### src/rtl/ipd_pkg.sv
// shared types and constants of the pulse distance decoder
`default_nettype none

package ipd_pkg;

  localparam int MAX_BITS = 64;
  localparam int IDX_W    = $clog2(MAX_BITS);
  localparam int COUNT_W  = $clog2(MAX_BITS + 1);
  localparam int TICK_W   = 16;
  localparam int ADDR_W   = 3;

  localparam logic [ADDR_W-1:0] REG_START_MIN  = 3'd0;
  localparam logic [ADDR_W-1:0] REG_START_MAX  = 3'd1;
  localparam logic [ADDR_W-1:0] REG_SHORT_LIM  = 3'd2;
  localparam logic [ADDR_W-1:0] REG_ZERO_LIM   = 3'd3;
  localparam logic [ADDR_W-1:0] REG_ONE_LIM    = 3'd4;
  localparam logic [ADDR_W-1:0] REG_TIMEOUT    = 3'd5;

  localparam logic [TICK_W-1:0] RST_START_MIN = 16'd1000;
  localparam logic [TICK_W-1:0] RST_START_MAX = 16'd1375;
  localparam logic [TICK_W-1:0] RST_SHORT_LIM = 16'd225;
  localparam logic [TICK_W-1:0] RST_ZERO_LIM  = 16'd375;
  localparam logic [TICK_W-1:0] RST_ONE_LIM   = 16'd625;
  localparam logic [TICK_W-1:0] RST_TIMEOUT   = 16'd1500;

  typedef struct packed {
    logic [TICK_W-1:0] start_min;
    logic [TICK_W-1:0] start_max;
    logic [TICK_W-1:0] short_lim;
    logic [TICK_W-1:0] zero_lim;
    logic [TICK_W-1:0] one_lim;
    logic [TICK_W-1:0] timeout;
  } cfg_t;

  typedef struct packed {
    logic [COUNT_W-1:0]  bit_count;
    logic [MAX_BITS-1:0] message_bits;
  } result_t;

endpackage

`default_nettype wire

### src/rtl/ipd_cfg_regs.sv
// configuration register file of the pulse distance decoder
`default_nettype none

module ipd_cfg_regs (
  input  wire logic                       clk,
  input  wire logic                       rst,
  input  wire logic                       cfg_we,
  input  wire logic [ipd_pkg::ADDR_W-1:0] cfg_addr,
  input  wire logic [ipd_pkg::TICK_W-1:0] cfg_wdata,
  output ipd_pkg::cfg_t                   cfg
);

  always_ff @(posedge clk) begin
    if (rst) begin
      cfg.start_min <= ipd_pkg::RST_START_MIN;
      cfg.start_max <= ipd_pkg::RST_START_MAX;
      cfg.short_lim <= ipd_pkg::RST_SHORT_LIM;
      cfg.zero_lim  <= ipd_pkg::RST_ZERO_LIM;
      cfg.one_lim   <= ipd_pkg::RST_ONE_LIM;
      cfg.timeout   <= ipd_pkg::RST_TIMEOUT;
    end else if (cfg_we) begin
      case (cfg_addr)
        ipd_pkg::REG_START_MIN: cfg.start_min <= cfg_wdata;
        ipd_pkg::REG_START_MAX: cfg.start_max <= cfg_wdata;
        ipd_pkg::REG_SHORT_LIM: cfg.short_lim <= cfg_wdata;
        ipd_pkg::REG_ZERO_LIM:  cfg.zero_lim  <= cfg_wdata;
        ipd_pkg::REG_ONE_LIM:   cfg.one_lim   <= cfg_wdata;
        ipd_pkg::REG_TIMEOUT:   cfg.timeout   <= cfg_wdata;
        default: ;
      endcase
    end
  end

endmodule

`default_nettype wire

### src/rtl/ipd_core.sv
// input register, gap timer, gap classification and bit collection
`default_nettype none

module ipd_core (
  input  wire logic      clk,
  input  wire logic      rst,
  input  wire ipd_pkg::cfg_t cfg,
  input  wire logic      tick_valid,
  output logic           tick_ready,
  input  wire logic      tick_edge,
  output logic           res_valid,
  input  wire logic      res_ready,
  output ipd_pkg::result_t res
);

  // input register
  logic in_valid;
  logic in_edge;

  // decoder state
  logic                          in_data;
  logic [ipd_pkg::TICK_W-1:0]    interval_count;
  logic                          counter_running;
  logic [ipd_pkg::COUNT_W-1:0]   bits_held;
  logic [ipd_pkg::MAX_BITS-1:0]  bit_store;

  logic [ipd_pkg::TICK_W-1:0]    count_inc;
  logic                          timeout_hit;
  logic                          emit;
  logic                          fire;
  logic                          start_ok;
  logic                          below_short;
  logic                          below_zero;
  logic                          below_one;
  logic                          room;
  logic [ipd_pkg::MAX_BITS-1:0]  keep_mask;

  assign count_inc   = counter_running ? interval_count + 16'd1 : interval_count;
  assign timeout_hit = counter_running && (count_inc == cfg.timeout);
  assign emit        = in_valid && !in_edge && timeout_hit && in_data;
  assign fire        = in_valid && (!emit || res_ready);
  assign tick_ready  = !in_valid || fire;

  assign start_ok    = (count_inc > cfg.start_min) && (count_inc < cfg.start_max);
  assign below_short = count_inc < cfg.short_lim;
  assign below_zero  = count_inc < cfg.zero_lim;
  assign below_one   = count_inc < cfg.one_lim;
  assign room        = bits_held < ipd_pkg::COUNT_W'(ipd_pkg::MAX_BITS);

  assign keep_mask = room ? ~({ipd_pkg::MAX_BITS{1'b1}} << bits_held)
                          : {ipd_pkg::MAX_BITS{1'b1}};

  assign res_valid        = emit;
  assign res.bit_count    = bits_held;
  assign res.message_bits = bit_store & keep_mask;

  always_ff @(posedge clk) begin
    if (rst) begin
      in_valid <= 1'b0;
    end else if (tick_ready) begin
      in_valid <= tick_valid;
    end
  end

  always_ff @(posedge clk) begin
    if (tick_ready) begin
      in_edge <= tick_edge;
    end
  end

  always_ff @(posedge clk) begin
    if (rst) begin
      in_data         <= 1'b0;
      interval_count  <= '0;
      counter_running <= 1'b0;
      bits_held       <= '0;
    end else if (fire) begin
      if (in_edge) begin
        interval_count  <= '0;
        counter_running <= 1'b1;
        if (!in_data) begin
          if (start_ok) begin
            in_data   <= 1'b1;
            bits_held <= '0;
          end
        end else if (below_short) begin
          in_data <= 1'b0;
        end else if (below_zero || below_one) begin
          if (room) begin
            bits_held <= bits_held + 1'b1;
          end
        end else begin
          in_data <= 1'b0;
        end
      end else if (timeout_hit) begin
        counter_running <= 1'b0;
        interval_count  <= '0;
      end else begin
        interval_count <= count_inc;
      end
    end
  end

  // bit store has no reset, bits above bits_held are masked on output
  always_ff @(posedge clk) begin
    if (fire && in_edge && in_data && !below_short && (below_zero || below_one) && room) begin
      bit_store[bits_held[ipd_pkg::IDX_W-1:0]] <= !below_zero;
    end
  end

endmodule

`default_nettype wire

### src/rtl/ipd_out_buf.sv
// result register on the output stream
`default_nettype none

module ipd_out_buf (
  input  wire logic        clk,
  input  wire logic        rst,
  input  wire logic        res_valid,
  output logic             res_ready,
  input  wire ipd_pkg::result_t res,
  output logic             out_valid,
  input  wire logic        out_ready,
  output ipd_pkg::result_t out_res
);

  assign res_ready = !out_valid || out_ready;

  always_ff @(posedge clk) begin
    if (rst) begin
      out_valid <= 1'b0;
    end else if (res_ready) begin
      out_valid <= res_valid;
    end
  end

  always_ff @(posedge clk) begin
    if (res_ready && res_valid) begin
      out_res <= res;
    end
  end

endmodule

`default_nettype wire

### src/rtl/ir_pulse_distance_decoder.sv
// the tick that ends the frame passes the input register; its result is held in the output register
// throughput: one tick per cycle unless stalled; the state update for a tick is one registered pass
// input stalls only while a finished result waits on the output and downstream is not ready
// reset: synchronous; clears the decoder state and returns all six limits to their defaults
// bit storage is not cleared; bits above the bit count are masked on output
`default_nettype none

module ir_pulse_distance_decoder (
  input  wire logic        clk,
  input  wire logic        rst,
  input  wire logic        s_axis_tvalid,
  output logic             s_axis_tready,
  input  wire logic [7:0]  s_axis_tdata,   // [0] rising_edge, [7:1] zero
  output logic             m_axis_tvalid,
  input  wire logic        m_axis_tready,
  output logic [71:0]      m_axis_tdata,   // [63:0] message_bits, [70:64] bit_count, [71] zero
  input  wire logic        cfg_we,
  input  wire logic [2:0]  cfg_addr,
  input  wire logic [15:0] cfg_wdata
);

  ipd_pkg::cfg_t    cfg;
  ipd_pkg::result_t res;
  ipd_pkg::result_t out_res;
  logic             res_valid;
  logic             res_ready;

  ipd_cfg_regs u_cfg (
    .clk       (clk),
    .rst       (rst),
    .cfg_we    (cfg_we),
    .cfg_addr  (cfg_addr),
    .cfg_wdata (cfg_wdata),
    .cfg       (cfg)
  );

  ipd_core u_core (
    .clk        (clk),
    .rst        (rst),
    .cfg        (cfg),
    .tick_valid (s_axis_tvalid),
    .tick_ready (s_axis_tready),
    .tick_edge  (s_axis_tdata[0]),
    .res_valid  (res_valid),
    .res_ready  (res_ready),
    .res        (res)
  );

  ipd_out_buf u_out (
    .clk       (clk),
    .rst       (rst),
    .res_valid (res_valid),
    .res_ready (res_ready),
    .res       (res),
    .out_valid (m_axis_tvalid),
    .out_ready (m_axis_tready),
    .out_res   (out_res)
  );

  assign m_axis_tdata = {1'b0, out_res.bit_count, out_res.message_bits};

endmodule

`default_nettype wire

### config.mk
export PLATFORM = sky130hd
export DESIGN_NAME = ir_pulse_distance_decoder
export DESIGN_NICKNAME = d
export VERILOG_FILES = /design/src/rtl/ipd_pkg.sv /design/src/rtl/ipd_cfg_regs.sv /design/src/rtl/ipd_core.sv /design/src/rtl/ipd_out_buf.sv /design/src/rtl/ir_pulse_distance_decoder.sv
export SDC_FILE = /design/constraint.sdc
export NUM_CORES = 1
export LEC_CHECK = 0
export ABC_AREA = 1
export BUFFER_PORTS_ARGS = -buffer_cell sky130_fd_sc_hd__buf_2
export CORE_ASPECT_RATIO = 0.75
export CORE_MARGIN = 2
export CORE_UTILIZATION = 50
export CTS_CLUSTER_DIAMETER = 80
export CTS_CLUSTER_SIZE = 20
export DETAILED_ROUTE_END_ITERATION = 10
export GPL_ROUTABILITY_DRIVEN = 1
export GPL_TIMING_DRIVEN = 0
export PLACE_DENSITY = 0.74
export SLEW_MARGIN = 20
export SYNTH_ARGS = -nofsm -noshare
export SYNTH_HDL_FRONTEND = slang
export SYNTH_HIERARCHICAL = 1
export SYNTH_SLANG_ARGS = --single-unit
### constraint.sdc
create_clock -name clk -period 13.31 [get_ports clk]
set_input_delay 2.662 -clock clk [delete_from_list [all_inputs] [get_ports clk]]
set_output_delay 2.662 -clock clk [all_outputs]
set_load 0.03 [all_outputs]
Word level (Yosys, flattened, before mapping)
Index checks and enable logic that the tools add are counted.
{ "op_classes": {"n_mux": 18, "add_sub_neg": 2, "magnitude_cmp": 8, "n_reduce_logical": 35, "multipliers": 0, "n_shift": 1, "eq_ne": 9, "bitwise": 2, "div_mod_pow": 0} }
{ "ops": {"columns": ["operator", "count"], "rows": [
  ["$and 64x64->64", 1],
  ["$bwmux 64", 1],
  ["$lt 16x16->1", 4],
  ["$mux 64", 1],
  ["$not 64->64", 1],
  ["$shl 64x7->64 const A", 1],
  ["$mux 16", 3],
  ["$mux 7", 5],
  ["$add 16x1->16 const B", 1],
  ["$eq 16x16->1", 1],
  ["$gt 16x16->1", 1],
  ["$reduce_and 2->1", 8],
  ["$logic_and 1x1->1", 13],
  ["$add 7x1->7 const B", 1],
  ["$lt 6x7->1 const B", 1],
  ["$lt 7x7->1 const B", 1],
  ["$mux 1", 7],
  ["$demux 1 s6", 1],
  ["$eq 3x2->1 const B", 2],
  ["$eq 3x3->1 const B", 2],
  ["$ge 6x1->1 const B", 1],
  ["$logic_not 1->1", 6],
  ["$ne 2x2->1 const B", 3],
  ["$reduce_and 6->1", 1],
  ["4 further kinds", 8]
]} }
{ "totals": {"ff_bits": 259, "romBits": 0, "output_inout_bits": 74, "ramBits": 0, "mem_count": 0, "latchBits": 0, "word_cells": 91, "inputBits": 32} }

Longest topological paths before layout
Gate-level depths: netlist of run 1.
{ "logic_depth": {"word_depth": 14, "mapped_depth": 24, "mapped_depth_nobuf": 24} }

Modules after synthesis
The synthesis of run 1 kept the hierarchy.
{ "by_module_without_submodules": {"columns": ["module", "cells_per_inst", "instances", "area_each_um2", "seq_area_each_um2"], "rows": [
  ["ipd_core", 1047, 1, 7474.7, 2472.4],
  ["ipd_cfg_regs", 513, 1, 3716.1, 1921.8],
  ["ipd_out_buf", 77, 1, 2179.6, 2152.1],
  ["ir_pulse_distance_decoder", 2, 1, 11.3, 0.0]
]} }

Worst setup path after synthesis of run 1
No wires, ideal clock.
{ "synth_timing": {"path_type": "input port to flip-flop", "from": "input port m_axis_tready", "to": "register, netlist name u_out/out_res[0]", "path_stages": 2, "slack_ns": 6.685, "setup_time_ns": 0.523, "n_path_buf": 0, "arrival_ns": 6.101, "t_required_ns": 12.787, "cell_sequence": "inv_2 a21oi_1"} }
{ "synth_between": {"elab_chain_len": 2} }
{ "synth_rtl": {"columns": ["element", "line", "text"], "rows": [
  ["start, declared", "ir_pulse_distance_decoder.sv:15", "input wire logic m_axis_tready,"],
  ["$logic_or 1x1->1", "ipd_out_buf.sv:15", "assign res_ready = !out_valid || out_ready;"],
  ["$logic_and 1x1->1", "ipd_out_buf.sv:26", "if (res_ready && res_valid) begin"]
]} }
No other way between the ends.
A chain may end at the register's enable or synchronous reset.

Worst setup path after layout of run 1
{ "layout_timing": {"from": "register u_core/interval_count[0] in the netlist's numbering", "to": "output port s_axis_tready"} }
{ "layout_between": {"elab_chain_len": 10} }
{ "layout_rtl": {"columns": ["element", "line", "text"], "rows": [
  ["start, declared", "ipd_core.sv:22", "logic [ipd_pkg::TICK_W-1:0] interval_count;"],
  ["start signal, assigned", "ipd_core.sv:99", "interval_count <= count_inc;"],
  ["$add 16x1->16", "ipd_core.sv:38", "assign count_inc = counter_running ? interval_count + 16'd1 : interval_count;"],
  ["$mux 16 *", "ipd_core.sv:38", null],
  ["$eq 16x16->1 *", "ipd_core.sv:39", "assign timeout_hit = counter_running && (count_inc == cfg.timeout);"],
  ["$logic_and 1x1->1 *", "ipd_core.sv:39", null],
  ["$logic_and 1x1->1 * (2 in series)", "ipd_core.sv:40", "assign emit = in_valid && !in_edge && timeout_hit && in_data;"],
  ["net res_valid", "ir_pulse_distance_decoder.sv:25", "logic res_valid;"],
  ["$logic_not 1->1 *", "ipd_core.sv:41", "assign fire = in_valid && (!emit || res_ready);"],
  ["$logic_or 1x1->1 *", "ipd_core.sv:41", null],
  ["$logic_and 1x1->1 *", "ipd_core.sv:41", null],
  ["$logic_or 1x1->1 *", "ipd_core.sv:42", "assign tick_ready = !in_valid || fire;"],
  ["end, declared", "ir_pulse_distance_decoder.sv:12", "output logic s_axis_tready,"]
]} }
Mark *: on every way through the listed nets, which the timed path passes. The rest lies on a longest branch.

==> qor.yml, run 1 <==
tritoncts: "done"
cts-resized-gates: 0
nets: 1872
drt_iter0_drc: 1228
slew_violations: 0
fp-row-count: 51
cts_buffers: 17
synth_xor_xnor_area_share_pct: 0.552
place.gp.congestion: 0.950
slew_headroom_pct: 36.8
crit_type: "register to primary output"
synth_top_area_cell: "edfxtp_1"
max_freq_ghz: 0.167
placement.io_buffers: 97
ys_seq_elements: 259
crit_path_frequent_cell: "nand2_1"
cp-end-kind: "primary output"
regArea_um2: 6550
hpwl_um: 27700
worstPathRequired_ns: 10.65
muxShareOfSynthArea_pct: 0
drv_cap: 0
fin_tns_setup_ns: 0
rsz0062_at_grt: "false"
crit_path_max_incr_delay_ns: 0.46
die_height_um: 146
grt_overflow: 0
synth.net_count: 1752
num_vias: 11400
path_cells: "ha_1 -> nand2_2 -> inv_2 -> nand4_1 -> nand2_1 -> nor2_1 -> inv_1 -> nand2_1 -> nor3_1 -> nand4_1 -> nor4_1 -> and2_1 -> nand2_1 -> buf_2"
skew_ns: 0.0142
synth.top_cell.area_share_pct: 30.5
dieArea_um2: 28100
cts_setup_buffers: 0
synth_cells: 1639
fill_cells: 2357
finalSetupViolCount: 0
grt_use_total_pct: 26.1
ys.flop_type: "edfxtp_1"
cts.sinks: 259
io_pins: 106
antenna_found_initial: 0
yosysWarningCount: 6
async_flop_share_pct: 0
area_growth_pct: 11.5
multiInputGateArea_um2: 5720
synthAdderAreaFrac_pct: 7.57
hold_path.class: "register to register"
power.total_mw: 1.57
synthSimpleGateAreaFrac_pct: 28.3
synth-edff-count: 136
synth-compound-area-share_pct: 6.25
wl_per_cell_um: 17.3
drive_gt1_share_pct: 11.1
ant_nets: 0
path_max_fanout: 8
yosysSeqAreaShare_pct: 48.9
worstMarginPinSlew_ns: 0.946
core_um2: 26200
start_util_pct: 51.1
drtPass1Iterations: 5
worstSetupStartpointType: "register"
min_period_ns: 6.00
slowest_stage: "dfxtp_1"
clk_latency_ns: 0.49
drc_errors: 0
yosys.cell_types.count: 52
diodes: 0
htreeDepth: 1
mappedNetlistArea_um2: 13400
grt_pass1_wl_um: 57300
synth_top_family_by_area: "simple AND/OR/NAND/NOR gates"
cts-root-buf: "clkbuf_16"
ir_worst_vdd_mv: 0.0706
p_per_area_nw_per_um2: 105
p_leak_nw: 6.73
synth_area_leaders: "edfxtp_1 31%, dfxtp_1 18%, nand2_1 11%, ha_1 7.6%, nor2_1 7.2%"
arrival_ns: 3.33
cts_buffer_depth: 3
post-route-period-util_pct: 45.0
routed_wl_um: 36500
avgSynthCellArea_um2: 8.16
status: "completed"
vias_per_cell: 5.41
grt_pass1_vias: 10900
cts_hold_buf: 0
die_w_um: 193
path_clk_slew_ns: 0.08
finalHoldViolCount: 0
grt_max_degree: 47
worst paths after layout:
check                                             start                             to  slack (ns)  cells past startpoint
setup reg to reg  u_core/interval_count[0]$_SDFFE_PP0N_  u_core/bit_store[6]$_DFFE_PP_        8.71                     17
setup / recovery  u_core/interval_count[0]$_SDFFE_PP0N_                  s_axis_tready        7.31                     14
hold / removal         u_core/bits_held[6]$_SDFFE_PP0P_    u_out/out_res[70]$_DFFE_PP_        0.44                      0
hold reg to reg        u_core/bits_held[6]$_SDFFE_PP0P_    u_out/out_res[70]$_DFFE_PP_        0.44                      0
layout make-up:
type | count | area share (%)
clock buffer | 25 | 3.05
buffer | 47 | 1.71
multi-input combinational | 1102 | 38.4
clock inverter | 3 | 0.369
timing repair buffer | 101 | 3.94
tap | 344 | 2.88
inverter | 231 | 5.83
sequential | 259 | 43.9
Yosys cell counts, types with 5 or more instances:
| cell type | count |
|---|---|
| ha_1 | 81 |
| a21oi_1 | 77 |
| a21boi_0 | 8 |
| nor2_1 | 258 |
| o21ai_1 | 10 |
| buf_4 | 5 |
| and3_1 | 9 |
| inv_1 | 222 |
| nand3b_1 | 6 |
| nand3_1 | 139 |
| nor2_4 | 13 |
| nor3_1 | 15 |
| dfxtp_1 | 123 |
| nand2_1 | 382 |
| a31oi_1 | 6 |
| buf_2 | 18 |
| o21a_1 | 6 |
| o21ai_0 | 19 |
| o211ai_1 | 6 |
| buf_6 | 5 |
| clkbuf_1 | 17 |
| edfxtp_1 | 136 |
| nand2_2 | 8 |
| nand4_1 | 14 |
per-layer routing:
layer  vias to the layer above  global-route usage, %  wire, µm
met4                         0                   5.98       714
met3                        58                   5.23      3890
li1                       5534                      -         -
met5                         -                      0         0
met2                       536                   38.7     15400
met1                      5300                   39.3     16400
power by group:
part           internal [mW]  switching [mW]  total, mW  leakage (nW)
clock                  0.261           0.269      0.531         0.244
combinational         0.0526           0.121      0.173          4.30
sequential             0.859          0.0105      0.869          2.19
stage by stage:
| step | utilization, % | instances | area [µm²] | worst slack (ns) | hold slack, ns |
|---|---|---|---|---|---|
| detailed placement | 55.1 | 2084 | 14400 | 7.35 | 0.423 |
| CTS | 57.0 | 2112 | 14900 | 7.34 | 0.443 |
| global placement | 54.6 | 2080 | 14300 | 5.36 | 0.422 |
| floorplan | - | 1639 | 13400 | 6.69 | 0.406 |
| global route | 57.0 | 2112 | 14900 | 7.09 | 0.469 |
| finish | 57.0 | 2112 | 14900 | 7.31 | 0.440 |
cells in the final DEF, fill, tap and decap left out, types with 8 or more instances in the layout:
cell type,count
nand4_1,14
nor2_4,13
inv_1,222
dfxtp_1,123
o21ai_0,19
clkbuf_1,25
nand2_2,9
clkbuf_16,17
ha_1,81
buf_2,115
o21ai_1,10
nor3_1,15
a21oi_1,76
nand3_1,139
nor2_1,258
nand2_1,381
and3_1,9
edfxtp_1,136
a21boi_0,8
flip-flops by register name (all words and copies together) (netlist names):
register / cells
u_core/counter_running: 1
u_core/interval_count: 16
u_core/bit_store: 64
u_out/out_valid: 1
u_core/bits_held: 7
u_core/in_edge: 1
u_out/out_res: 71
u_cfg/cfg: 96
u_core/in_valid: 1
u_core/in_data: 1
kinds of logic (layout without fill, tap and decap cells):
logic type / Yosys count / after routing
xor+xnor: 6 / 6
simple gates: 868 / 868
buf+inv: 278 / 407
fa+ha+maj: 81 / 81
other cells: 1 / 1
compound gates: 146 / 146
flops: 259 / 259
critical path, delay by kind of cell, from the launching register on:
| family | cells | cell delay, ns |
|---|---|---|
| adders and majority gates | 1 | 0.30 |
| and+or+nand+nor | 10 | 1.68 |
| buffers and inverters | 3 | 0.38 |
| DFF | 1 | 0.46 |
(Power assumes the default switching activity.)
==> inputs of run 2 (changes only) <==
- PLACE_DENSITY: 0.74 -> 0.77
- clock period: 13.31 -> 5.5 ns (I/O delays scaled with it)
==> run 2 against run 1 <==
Design area decreased by 0.20%. First-iteration DRC count decreased by 1.5%. Critical path type is now register to register. Count of clock-buffer cells in the layout unchanged. Non-clock buffer count unchanged. Highest routed layer unchanged. Critical endpoint is now u_core/bit_store[26]$_DFFE_PP_. Cell count unchanged. Sequential share of layout area increased by 0.088 points. Core utilization decreased by 0.11 points. Flip-flop and latch count unchanged.
==> qor.yml, run 2 (synthesized netlist as in run 1, its figures left out) <==
status: "completed"
cts_buffer_depth: 3
p_int_mw: 2.79
start_util_pct: 51.1
htreeDepth: 1
wl_met1_um: 16100
core_um2: 26200
fp-row-count: 51
cts_buffers: 17
routed_wl_um: 36200
cts-resized-gates: 0
path_clk_slew_ns: 0.09
grt_pass1_wl_um: 56600
nets: 1872
drv_cap: 0
layout_commonest_cell: "nand2_1"
slew_headroom_pct: 42.1
grt_use_total_pct: 25.8
crit_type: "register to register"
drc_errors: 0
ir_worst_vdd_mv: 0.198
path_max_fanout: 45
slew_violations: 0
diodes: 0
skew_ns: 0.0172
grt_pass1_vias: 10500
vias_per_cell: 5.42
antenna_found_initial: 0
largest_reg_flops: 96
drtPass1Iterations: 5
combPwrFrac_pct: 11.1
p_leak_nw: 6.71
wl_per_cell_um: 17.2
die_w_um: 193
post-route-util_pct: 56.9
area_growth_pct: 11.3
cp-end-kind: "register"
io_pins: 106
clk_latency_ns: 0.50
max_freq_ghz: 0.212
cts_hold_buf: 0
top_register: "u_cfg/cfg"
cts_setup_buffers: 0
worstMarginPinSlew_ns: 0.865
tritoncts: "done"
route.met3.wl_um: 4020
drt_iter0_drc: 1210
ant_nets: 0
die_height_um: 146
seqPwrFrac_pct: 55.9
worstPathRequired_ns: 5.69
placement.io_buffers: 97
num_vias: 11400
layout_common_cells: "381 x nand2_1, 258 x nor2_1, 222 x inv_1"
cts.sinks: 259
finalSetupViolCount: 0
min_period_ns: 4.71
arrival_ns: 4.90
drive_gt1_share_pct: 11.1
grt_max_degree: 46
finalHoldViolCount: 0
place.gp.congestion: 0.930
timing.hold.ws_ns: 0.444
p_sw_uw: 973
top_layer: "met4"
hold_path.class: "register to register"
grt_overflow: 0
power_frac_clock_pct: 33.0
dieArea_um2: 28100
worstSetupStartpointType: "register"
p_per_area_nw_per_um2: 253
switching_share_pct: 25.8
hpwl_um: 27200
cts-root-buf: "clkbuf_16"
post-route-period-util_pct: 85.7
met2WireLength_um: 15500
rsz0062_at_grt: "false"
run 2: cell count changes in the layout (fill, tap and decap cells not counted):
cell,previous run,this run
inv_6,0,2
clkinv_8,1,0
bufinv_16,1,0
clkinvlp_4,0,1
clkinv_4,1,0
run 2: worst max-delay path, stage by stage (launching register included):
cell and delay [ns]:
dfxtp_1 0.45, ha_1 0.31, inv_1 0.06, nor2_1 0.19, nand3_4 0.13, xor2_1 0.70, ha_1 0.37, nand2_1 0.08
o21bai_1 0.11, a21oi_1 0.08, nor2_1 0.13, nand2_2 0.27, buf_12 0.28, nand2_1 0.10, nand3b_1 0.14, nor2_2 0.17
nand4_1 0.48, nor3_1 0.33
run 2: final cells by class:
| class | instances | area, µm² |
|---|---|---|
| inverter | 231 | 870 |
| clock inverter | 3 | 25.0 |
| sequential | 259 | 6550 |
| clock buffer | 25 | 455 |
| tap | 344 | 430 |
| fill | 2343 | 11300 |
| timing repair buffer | 101 | 588 |
| buffer | 47 | 255 |
| multi-input combinational | 1102 | 5720 |
run 2: per-stage QoR:
step / std cells / total power [mW] / setup WS [ns] / TNS (ns) / cell area [µm²]
3_5_place_dp: 2084 / 2.55 / 0.894 / 0 / 14400
4_1_cts: 2112 / 3.78 / 0.851 / 0 / 14900
5_1_grt: 2112 / 3.91 / 0.452 / 0 / 14900
6_report: 2112 / 3.76 / 0.788 / 0 / 14900
2_1_floorplan: 1639 / 2.42 / 1.23 / 0 / 13400
3_3_place_gp: 2080 / 2.54 / -0.0397 / -1.99 / 14300
run 2: final timing paths:
kind	start	to	slack [ns]	cells after the start
setup / recovery	u_core/interval_count[0]$_SDFFE_PP0N_	u_core/bit_store[26]$_DFFE_PP_	0.79	17
hold / removal	u_core/bits_held[6]$_SDFFE_PP0P_	u_out/out_res[70]$_DFFE_PP_	0.44	0
setup reg to reg	u_core/interval_count[0]$_SDFFE_PP0N_	u_core/bit_store[26]$_DFFE_PP_	0.79	17
hold reg to reg	u_core/bits_held[6]$_SDFFE_PP0P_	u_out/out_res[70]$_DFFE_PP_	0.44	0
run 2: metal layers:
metal / track usage [%] / up-vias
met5: 0 / -
met4: 4.92 / 0
met3: 6.29 / 50
met2: 38.5 / 535
met1: 38.3 / 5322
li1: - / 5536
run 2: power by group through the flow:
stage	Clock [mW]	Combinational, mW	Sequential, mW
3_3_place_gp	0	0.384	2.15
2_1_floorplan	0	0.277	2.14
5_1_grt	1.34	0.467	2.11
3_5_place_dp	0	0.405	2.15
6_report	1.24	0.417	2.10
4_1_cts	1.27	0.408	2.10
==> inputs of run 3 (changes only) <==
- ABC_AREA: 1 -> 0
- GPL_TIMING_DRIVEN: 0 -> not set
==> run 3 against run 2 <==
Setup slack worse by 0.32 ns. Combinational power is 68% lower. Core utilization is 1.3 points lower. Clock skew fell by 0.0031 ns. Routed wire length fell by 13%. Power decreased by 10%. Critical path type unchanged.
==> qor.yml, run 3 <==
status: "completed"
yosys.cell_types.count: 81
p_leak_nw: 6.10
dieArea_um2: 27900
die_height_um: 145
ys_seq_elements: 259
largest_reg_flops: 96
met2WireLength_um: 13500
fp-row-count: 51
regArea_um2: 6550
drive_gt1_share_pct: 11.8
ir_worst_vdd_mv: 0.148
mappedNetlistArea_um2: 13300
wl_met1_um: 14500
tritoncts: "done"
grt_pass1_vias: 9022
drtPass1Iterations: 7
cts-root-buf: "clkbuf_16"
synth-edff-count: 136
cts_buffer_depth: 3
crit_path_max_incr_delay_ns: 0.78
post-route-period-util_pct: 91.5
min_from: "u_cfg/cfg[73]$_SDFFE_PP0P_"
htreeDepth: 1
crit_type: "register to register"
power.total_mw: 3.38
placement.io_buffers: 97
drc_errors: 0
post-place-ws_ns: 0.663
setup_slack_ns: 0.470
avgSynthCellArea_um2: 10.4
path_cells: "ha_1 -> buf_4 -> nand3_1 -> nor4_1 -> nand2b_1 -> nand2_1 -> ha_1 -> and4_1 -> nand3_1 -> a21o_1 -> a21oi_1 -> nand4_1 -> or4_1 -> nor2_1"
drt_iter0_drc: 972
nets: 1444
routed_wl_um: 31400
cp-end-kind: "register"
yosysMostFrequentCell: "nor2_1"
area_growth_pct: 9.01
layout_common_cells: "138 x nor2_1, 136 x edfxtp_1, 123 x dfxtp_1"
dpl_cell_area_um2: 14000
top_register: "u_cfg/cfg"
cts_hold_buf: 0
clk_latency_ns: 0.50
route.met3.wl_um: 2900
ant_nets: 0
worstMarginPinSlew_ns: 1.10
ys.flop_type: "edfxtp_1"
fin_tns_setup_ns: 0
grt_max_degree: 97
die_w_um: 192
synth_cells: 1273
yosysWarningCount: 6
vias_per_cell: 5.70
hpwl_um: 22200
grt_use_total_pct: 22.2
synth_top_area_cell: "edfxtp_1"
start_util_pct: 51.1
io_pins: 106
max_freq_ghz: 0.199
min_period_ns: 5.03
diodes: 0
path_max_fanout: 8
slew_headroom_pct: 26.0
multiInputGateArea_um2: 6050
top_layer: "met4"
regToRegStartpoint: "u_core/interval_count[0]$_SDFFE_PP0N_"
slowest_stage: "or4_1"
drv_cap: 0
finalHoldViolCount: 0
synth_area_leaders: "edfxtp_1 31%, dfxtp_1 19%, ha_1 7.6%, mux2i_1 7.2%, nand2b_1 4.4%"
cts.sinks: 259
yosysSeqAreaShare_pct: 49.2
worstSetupStartpointType: "register"
core_um2: 26000
finalSetupViolCount: 0
grt_pass1_wl_um: 49100
cts_buffers: 16
crit_start: "u_core/interval_count[0]$_SDFFE_PP0N_"
fill_cells: 2256
wl_per_cell_um: 18.7
slew_violations: 0
timing.hold.ws_ns: 0.478
worstPathRequired_ns: 5.70
antenna_found_initial: 0
skew_ns: 0.0141
cts_setup_buffers: 0
layout_commonest_cell: "nor2_1"
synth.net_count: 1386
arrival_ns: 5.23
p_per_area_nw_per_um2: 233
fin_area_um2: 14500
synth_common_cells: "138 x nor2_1, 136 x edfxtp_1, 123 x dfxtp_1, 96 x mux2i_1, 95 x inv_1"
cts-resized-gates: 0
synth.top_cell.area_share_pct: 30.7
grt_overflow: 0
async_flop_share_pct: 0
path_clk_slew_ns: 0.09
rsz0062_at_grt: "false"
hold_path.class: "register to register"
num_vias: 9591
place.gp.congestion: 0.928
==> run 3: cell types whose count changed in the layout (fill, tap and decap cells not counted), sizes merged, moves of 16 or more <==
cell and change:
mux2i +96, nand3 -122, a21boi +25, inv -134, a21oi -34, xnor2 +16
nand2 -349, nor2 -138, a21o +23, nor2b +18, nand2b +95
==> run 3: report_power, final <==
part           switching [mW]  internal, mW
Clock                   0.626         0.579
Sequential             0.0137          2.03
Combinational          0.0788        0.0540
==> run 3: final timing paths <==
kind	to	slack, ns	cells past startpoint
max	u_core/bit_store[58]$_DFFE_PP_	0.47	14
min	u_cfg/cfg[73]$_SDFFE_PP0P_	0.48	2
max reg2reg	u_core/bit_store[58]$_DFFE_PP_	0.47	14
min reg2reg	u_cfg/cfg[73]$_SDFFE_PP0P_	0.48	2
==> run 3: worst max-delay path, delay by kind of cell, from the launching register on <==
family | cells | cell delay [ns]
AOI/OAI and AO/OA | 2 | 0.52
adders and majority gates | 2 | 0.54
buffers and inverters | 1 | 0.15
DFF | 1 | 0.51
and+or+nand+nor | 9 | 3.00
==> run 3: layer usage <==
layer  up-vias  global-route usage, %
li1       4584                      -
met1      4620                   33.2
met2       347                   32.1
met3        40                   5.73
met4         0                   5.11
met5         -                      0
==> run 3: cells by family (layout without fill, tap and decap cells) <==
group / Yosys count / count (layout) / synth area share (%)
simple gates: 436 / 436 / 18.1
flops: 259 / 259 / 49.2
compound gates: 204 / 204 / 10.3
buf+inv: 171 / 238 / 5.33
mux: 97 / 97 / 7.31
fa+ha+maj: 81 / 81 / 7.62
xor+xnor: 24 / 24 / 2.05
other cells: 1 / 1 / 0.0282
==> run 3: layout make-up <==
class / count / area share, %
sequential: 259 / 45.2
clock buffer: 27 / 3.19
inverter: 95 / 2.46
timing repair buffer: 116 / 4.44
tap: 344 / 2.97
multi-input combinational: 843 / 41.8
==> run 3: stage by stage <==
step / utilization [%] / std cells
after floorplan: - / 1273
after global placement: 53.9 / 1657
after detailed placement: 53.9 / 1657
after CTS: 55.6 / 1684
after global routing: 55.7 / 1684
final: 55.7 / 1684
